`src/rtl/core/vsf_pkg.sv`:
```
// Shared types, codes and address helper for the voxel solid fill engine.
// Used by vsf_pipe, vsf_store and voxel_solid_fill_engine; depends on nothing.
package vsf_pkg;

  // Command codes carried in the op field.
  localparam logic [3:0] OP_PUT_VOXEL = 4'd0;
  localparam logic [3:0] OP_CUT_VOXEL = 4'd1;
  localparam logic [3:0] OP_PUT_BOX   = 4'd2;
  localparam logic [3:0] OP_CUT_BOX   = 4'd3;
  localparam logic [3:0] OP_PUT_SPH   = 4'd4;
  localparam logic [3:0] OP_CUT_SPH   = 4'd5;
  localparam logic [3:0] OP_PUT_ELL   = 4'd6;
  localparam logic [3:0] OP_CUT_ELL   = 4'd7;
  localparam logic [3:0] OP_READ      = 4'd8;

  // Result status codes.
  localparam logic [1:0] STATUS_OK       = 2'd0;
  localparam logic [1:0] STATUS_RANGE    = 2'd1;
  localparam logic [1:0] STATUS_REVERSED = 2'd2;

  // Configuration register indexes.
  localparam logic [2:0] REG_SIZE_X      = 3'd0;
  localparam logic [2:0] REG_SIZE_Y      = 3'd1;
  localparam logic [2:0] REG_SIZE_Z      = 3'd2;
  localparam logic [2:0] REG_PAINT_RED   = 3'd3;
  localparam logic [2:0] REG_PAINT_GREEN = 3'd4;
  localparam logic [2:0] REG_PAINT_BLUE  = 3'd5;
  localparam logic [2:0] REG_PAINT_ALPHA = 3'd6;

  // Write request into the voxel store.
  typedef struct packed {
    logic we_on;
    logic we_col;
    logic on_val;
  } wr_req_t;

  // Per-command mode of the voxel pipeline.
  typedef struct packed {
    logic put;
    logic test;
  } mode_t;

  // Linear store address of voxel (x, y, z), x outermost and z innermost.
  function automatic logic [24:0] cell_addr(input logic [7:0] x, input logic [7:0] y,
                                            input logic [7:0] z, input logic [24:0] my,
                                            input logic [24:0] mz);
    logic [24:0] t;
    t = {17'd0, x} * my + {17'd0, y};
    return t * mz + {17'd0, z};
  endfunction

endpackage

```
`src/rtl/core/vsf_pipe.sv`:
```
// Voxel pipeline: squares the offsets, weights them and tests the shape per voxel.
// Depends on vsf_pkg for the mode, the write request and the address helper.
module vsf_pipe #(
  parameter int MAX_Y = 32,
  parameter int MAX_Z = 32,
  parameter int AW    = 15
) (
  input  logic             clk,
  input  logic             rst,
  input  logic             issue_valid,
  input  logic [7:0]       i,
  input  logic [7:0]       j,
  input  logic [7:0]       k,
  input  logic [7:0]       x0,
  input  logic [7:0]       y0,
  input  logic [7:0]       z0,
  input  logic [31:0]      cx,
  input  logic [31:0]      cy,
  input  logic [31:0]      cz,
  input  logic [47:0]      lim,
  input  vsf_pkg::mode_t   mode,
  output vsf_pkg::wr_req_t wr,
  output logic [AW-1:0]    wr_addr,
  output logic             busy
);
  import vsf_pkg::*;

  logic [7:0]    dx, dy, dz;
  logic          v1, v2;
  logic [15:0]   sqx, sqy, sqz;
  logic [AW-1:0] a1, a2;
  logic [47:0]   tx, ty, tz;
  logic [49:0]   sum;
  logic          hit;

  // Absolute offsets from the centre.
  assign dx = (i > x0) ? i - x0 : x0 - i;
  assign dy = (j > y0) ? j - y0 : y0 - j;
  assign dz = (k > z0) ? k - z0 : z0 - k;

  // Valid bits of the two stages.
  always_ff @(posedge clk) begin
    if (rst) begin
      v1 <= 1'b0;
      v2 <= 1'b0;
    end else begin
      v1 <= issue_valid;
      v2 <= v1;
    end
  end

  // Stage one: squared offsets and the store address.
  always_ff @(posedge clk) begin
    sqx <= 16'(dx) * 16'(dx);
    sqy <= 16'(dy) * 16'(dy);
    sqz <= 16'(dz) * 16'(dz);
    a1  <= AW'(cell_addr(i, j, k, 25'(MAX_Y), 25'(MAX_Z)));
  end

  // Stage two: each square times its weight.
  always_ff @(posedge clk) begin
    tx <= 48'(sqx) * 48'(cx);
    ty <= 48'(sqy) * 48'(cy);
    tz <= 48'(sqz) * 48'(cz);
    a2 <= a1;
  end

  // Shape test and write request.
  assign sum       = 50'(tx) + 50'(ty) + 50'(tz);
  assign hit       = !mode.test || (sum < {2'b00, lim});
  assign wr.we_on  = v2 && hit;
  assign wr.we_col = v2 && hit && mode.put;
  assign wr.on_val = mode.put;
  assign wr_addr   = a2;
  assign busy      = v1 || v2;

endmodule

```
`config.mk`:
```
export PLATFORM = sky130hd
export DESIGN_NAME = vsf_pipe
export DESIGN_NICKNAME = d
export VERILOG_FILES = /design/src/rtl/core/vsf_pkg.sv /design/src/rtl/core/vsf_pipe.sv
export SDC_FILE = /design/constraint.sdc
export NUM_CORES = 2
export LEC_CHECK = 0
export BUFFER_PORTS_ARGS = -buffer_cell sky130_fd_sc_hd__buf_2
export CORE_ASPECT_RATIO = 1.4
export CORE_UTILIZATION = 25
export CTS_BUF_LIST = sky130_fd_sc_hd__clkbuf_4 sky130_fd_sc_hd__clkbuf_8 sky130_fd_sc_hd__clkbuf_16
export DETAILED_ROUTE_END_ITERATION = 10
export SETUP_SLACK_MARGIN = 0.1
export SYNTH_ARGS = -nofsm -noshare
export SYNTH_HDL_FRONTEND = slang
export SYNTH_SLANG_ARGS = --single-unit
```
`constraint.sdc`:
```
create_clock -name clk -period 18.2 [get_ports clk]
set_input_delay 0.91 -clock clk [delete_from_list [all_inputs] [get_ports clk]]
set_output_delay 0.91 -clock clk [all_outputs]
set_load 0.01 [all_outputs]
```
* Word-level counts from Yosys, hierarchy flattened *
Index checks and enable logic that the tools add are counted.

word-level totals
  input port bits = 197
  logic and storage cells = 38
  register bits after elaboration = 224
  output and inout bits = 19

cells by class
  order comparisons = 4
  muxes and demuxes = 3
  add/subtract/negate cells = 10
  reduce and logical (&&, ||, !) cells = 5
  multiply operators = 6

operators with widths
  cell                                                     count
  16-bit by 32-bit multiplier with 48-bit output           3
  49-bit by 48-bit adder with 50-bit output                1
  50-bit by 48-bit less-than comparator with 1-bit output  1
  48-bit by 48-bit adder with 49-bit output                1
  8-bit by 8-bit multiplier with 16-bit output             3
  8-bit subtractor                                         6
  8-bit greater-than comparator                            3
  8-bit two-way mux                                        3
  15-bit by 8-bit adder with 15-bit output                 1
  10-bit by 8-bit adder with 10-bit output                 1
  1-bit logical AND                                        2
  1-bit logical OR                                         2
  1-bit zero test                                          1

* Depth between registers and ports, before layout *
  depth after elaboration = 6
  depth in mapped cells = 31
  depth with buffers taken out = 30

* Worst setup path before layout *
No wires, ideal clock.

  path type = input-to-reg
  start point = in j[0]
  end point = reg sqy[15]
  path buffers = 0
  setup time = 0.072 ns
  path slack = 11.173 ns
  cell stages on the path = 26
  data required time = 18.128 ns
  arrival = 6.955 ns
  cells stage by stage = inv_1 -> ha_1 -> inv_1 -> fa_1 -> a21o_1 -> a21o_1 -> a21o_1 -> and3_1 -> a2111o_1 -> o311a_1 -> o21ai_1 -> a21oi_1 -> nor3_1 -> fa_1 -> fa_1 -> inv_1 -> fa_1 -> inv_1 -> fa_1 -> ha_1 -> a21oi_1 -> nor2b_1 -> o21a_1 -> o31a_1 -> o41ai_1 -> xnor2_1

between the ends
  longest elaborated chain between the ends = 3
  elaborated cells between the ends (all ways) = 5
  those cells by class = add/sub (2); mul (1); order compare (1); mux (1)

ends and longest elaborated chain
  item                                                               RTL line        source
  from (decl)                                                        vsf_pipe.sv:12  input logic [7:0] j,
  8-bit subtractor or 8-bit greater-than comparator (tied branches)  vsf_pipe.sv:38  assign dy = (j > y0) ? j - y0 : y0 - j;
  8-bit two-way mux *                                                vsf_pipe.sv:38
  8-bit by 8-bit multiplier with 16-bit output *                     vsf_pipe.sv:55  sqy <= 16'(dy) * 16'(dy);
  to (signal assigned)                                               vsf_pipe.sv:55
  to (decl)                                                          vsf_pipe.sv:30  logic [15:0] sqx, sqy, sqz;

Mark *: on every way between the ends. The rest lies on a longest branch, timed or not.
A chain may end at the register's enable or synchronous reset.

==> impl_metrics.ini <==
[grt]
antenna_found_initial = 40
grt_pass1_vias = 51733
gr-total-overflow = 0
grtUsageTotal = 0.143
grt_max_degree = 33
grt_pass1_wl_um = 289000

[sta]
rsz0062_at_grt = no
finalClockSkew_ns = 0.0480
max_freq_ghz = 0.130
finalHoldViolCount = 0
max_slew_margin = 0.343
tns_ns = 0
setup_viol = 0
slew_viol_final = 0
min_period_ns = 7.69
period_share = 0.423
max_slew.worst_pin.slew_ns = 0.979

[worst_hold_path]
min_to = wr_addr[12]
min_from = a1[12]
min_path_type = reg2reg
whs_path_depth = 0

[final_layout]
multi_input_area_sq_mm = 0.0523
seqCellArea_sq_mm = 0.00443
area_growth_pct = 8.57
nFillCells = 27278
final_layout_size_suffix_gt1_frac = 0.0492
nets = 9455

[critical_path]
r2r_slack_ns = 10.98
r2r_cells = 20
r2r_end = ty[40]
r2r-start = sqy[10]
cp_data_arrival_time_ns = 6.78
critPathKind = reg2out
end_kind = primary output
path_max_fanout = 3
critical_path_required_ns = 17.29
start_kind = flip-flop

[clocking]
cts_buffers = 28
postCtsSetupBuffers = 0
htreeDepth = 1
clk_pin_slew_ns = 0.07
cts_sinks = 221
cts-root-buf = clkbuf_16
cts_hold_buf = 0
clk_latency_ns = 0.66
post_cts_resized = 0
clockBufferDepth = 3
tritoncts = done

[floorplan]
io_pins = 216
initial_core_util = 0.252
coreArea_sq_mm = 0.255
chipHeight_um = 601
dieArea_sq_mm = 0.259
rows = 219
die_w_um = 430

[route]
route.vias.total = 47820
wl_um = 183000
antenna_left = 0
drt_iter0_markers = 2131
route.detailed.drc = 0
routedWlPerCell_um = 17.3
viasPerCell = 4.50
first_pass_iters = 5

[placement]
gp_congestion = 0.880
port_buffers = 215
place_hpwl_um = 151000

[synth]
synth_commonest_cells = inv_1, fa_1, nand2_1
ys_seq_elements = 221
synth_edf_count = 0
synth.distinct_cells = 88
postSynthCellCount = 7282
yosysMostFrequentCell = inv_1
yosys_warnings = 0
synth_top_area_share = 0.405
syn_area_per_cell_sq_um = 8.81
synth_flop_cell = dfxtp_1
yosysTopAreaCell = fa_1
synth_area_leaders = fa_1, ha_1, inv_1
synth.yosys.seq_area_share = 0.0690
async_reset_ff_frac = 0
syn-cell-area_sq_mm = 0.0641

[job]
max-cap-violations = 0

[run_status]
outcome = complete, no violations
[layout make-up]
cell class | count | area share
tap | 3315 | 0.0596
sequential | 221 | 0.0637
timing repair buffer | 258 | 0.0201
inverter | 1697 | 0.0915
clock inverter | 16 | 0.00270
multi-input combinational | 5083 | 0.751
antenna | 7 | 0.000252
clock buffer | 36 | 0.0115
[cells by family after synthesis]
group | synth area share
other cells | 0.000117
mux | 0.00392
xor+xnor | 0.0335
buf+inv | 0.116
flops | 0.0690
fa+ha+maj | 0.536
simple gates | 0.163
compound gates | 0.0786
[sequential cells by signal (all words and copies together), names as in the netlist]
register  cells
a1           15
v1            1
wr_addr      15
tz           48
sqx          15
v2            1
sqz          15
tx           48
sqy          15
ty           48
[worst max-delay path by stage]
stage	end	slack [ns]	cells past startpoint	startpoint
2_1_floorplan	sqy[15]	11.17	26	j[0]
3_3_place_gp	sqx[13]	10.43	28	i[0]
3_5_place_dp	sqx[13]	10.45	28	i[0]
4_1_cts	wr[1]	10.48	22	tx[1]
5_1_grt	wr[1]	10.23	21	tx[9]
6_report	wr[1]	10.51	22	tx[1]
[placed cells by master (no fill, tap or decap), drive strengths merged, types with 108 or more instances in the layout]
cell,Yosys,layout
and2,780,780
o21ai,108,108
dfxtp,221,221
inv,1697,1701
nor2,161,161
buf,8,258
fa,1296,1296
ha,673,673
xnor2,173,173
a21o,136,136
nand2,824,824
a21oi,244,244
[critical path, cell delays in order, from the launching register on]
cell and delay (ns):
dfxtp_1 0.32, fa_1 0.54, ha_1 0.19, inv_1 0.07, fa_1 0.45, nand2b_1 0.18, a21oi_1 0.26, o2111ai_1 0.22
nand3_1 0.27, a41oi_1 0.25, o211ai_1 0.32, nand2_1 0.12, xnor2_1 0.20, ha_1 0.29, and4_1 0.18, a221oi_1 0.61
o211ai_1 0.18, a21o_1 0.30, a31oi_1 0.29, nand4_1 0.13, o211a_1 0.35, o31ai_1 0.24, buf_2 0.17
[metal layers]
metal	part of all wire	vias up	wire length, um	global-route usage
li1	-	22015	-	-
met1	0.38	24425	69100	0.158
met5	0.00084	-	154	0
met4	0.053	26	9640	0.0694
met3	0.041	330	7570	0.0152
met2	0.53	1024	97000	0.270
[per-stage QoR]
step / hold slack, ns / util / instance area [sq um] / std cells / worst slack, ns
after global routing: 0.332 / 0.274 / 69600 / 10629 / 10.23
after global placement: 0.311 / 0.270 / 68600 / 10574 / 10.43
after detailed placement: 0.316 / 0.270 / 68600 / 10574 / 10.45
after floorplan: 0.310 / - / 64200 / 7286 / 11.17
after CTS: 0.328 / 0.273 / 69600 / 10626 / 10.48
final: 0.325 / 0.274 / 69600 / 10633 / 10.51
Power is left out: the tool's default activity adds up to more than one toggle a clock period on the data nets, which glitch-free logic cannot reach.
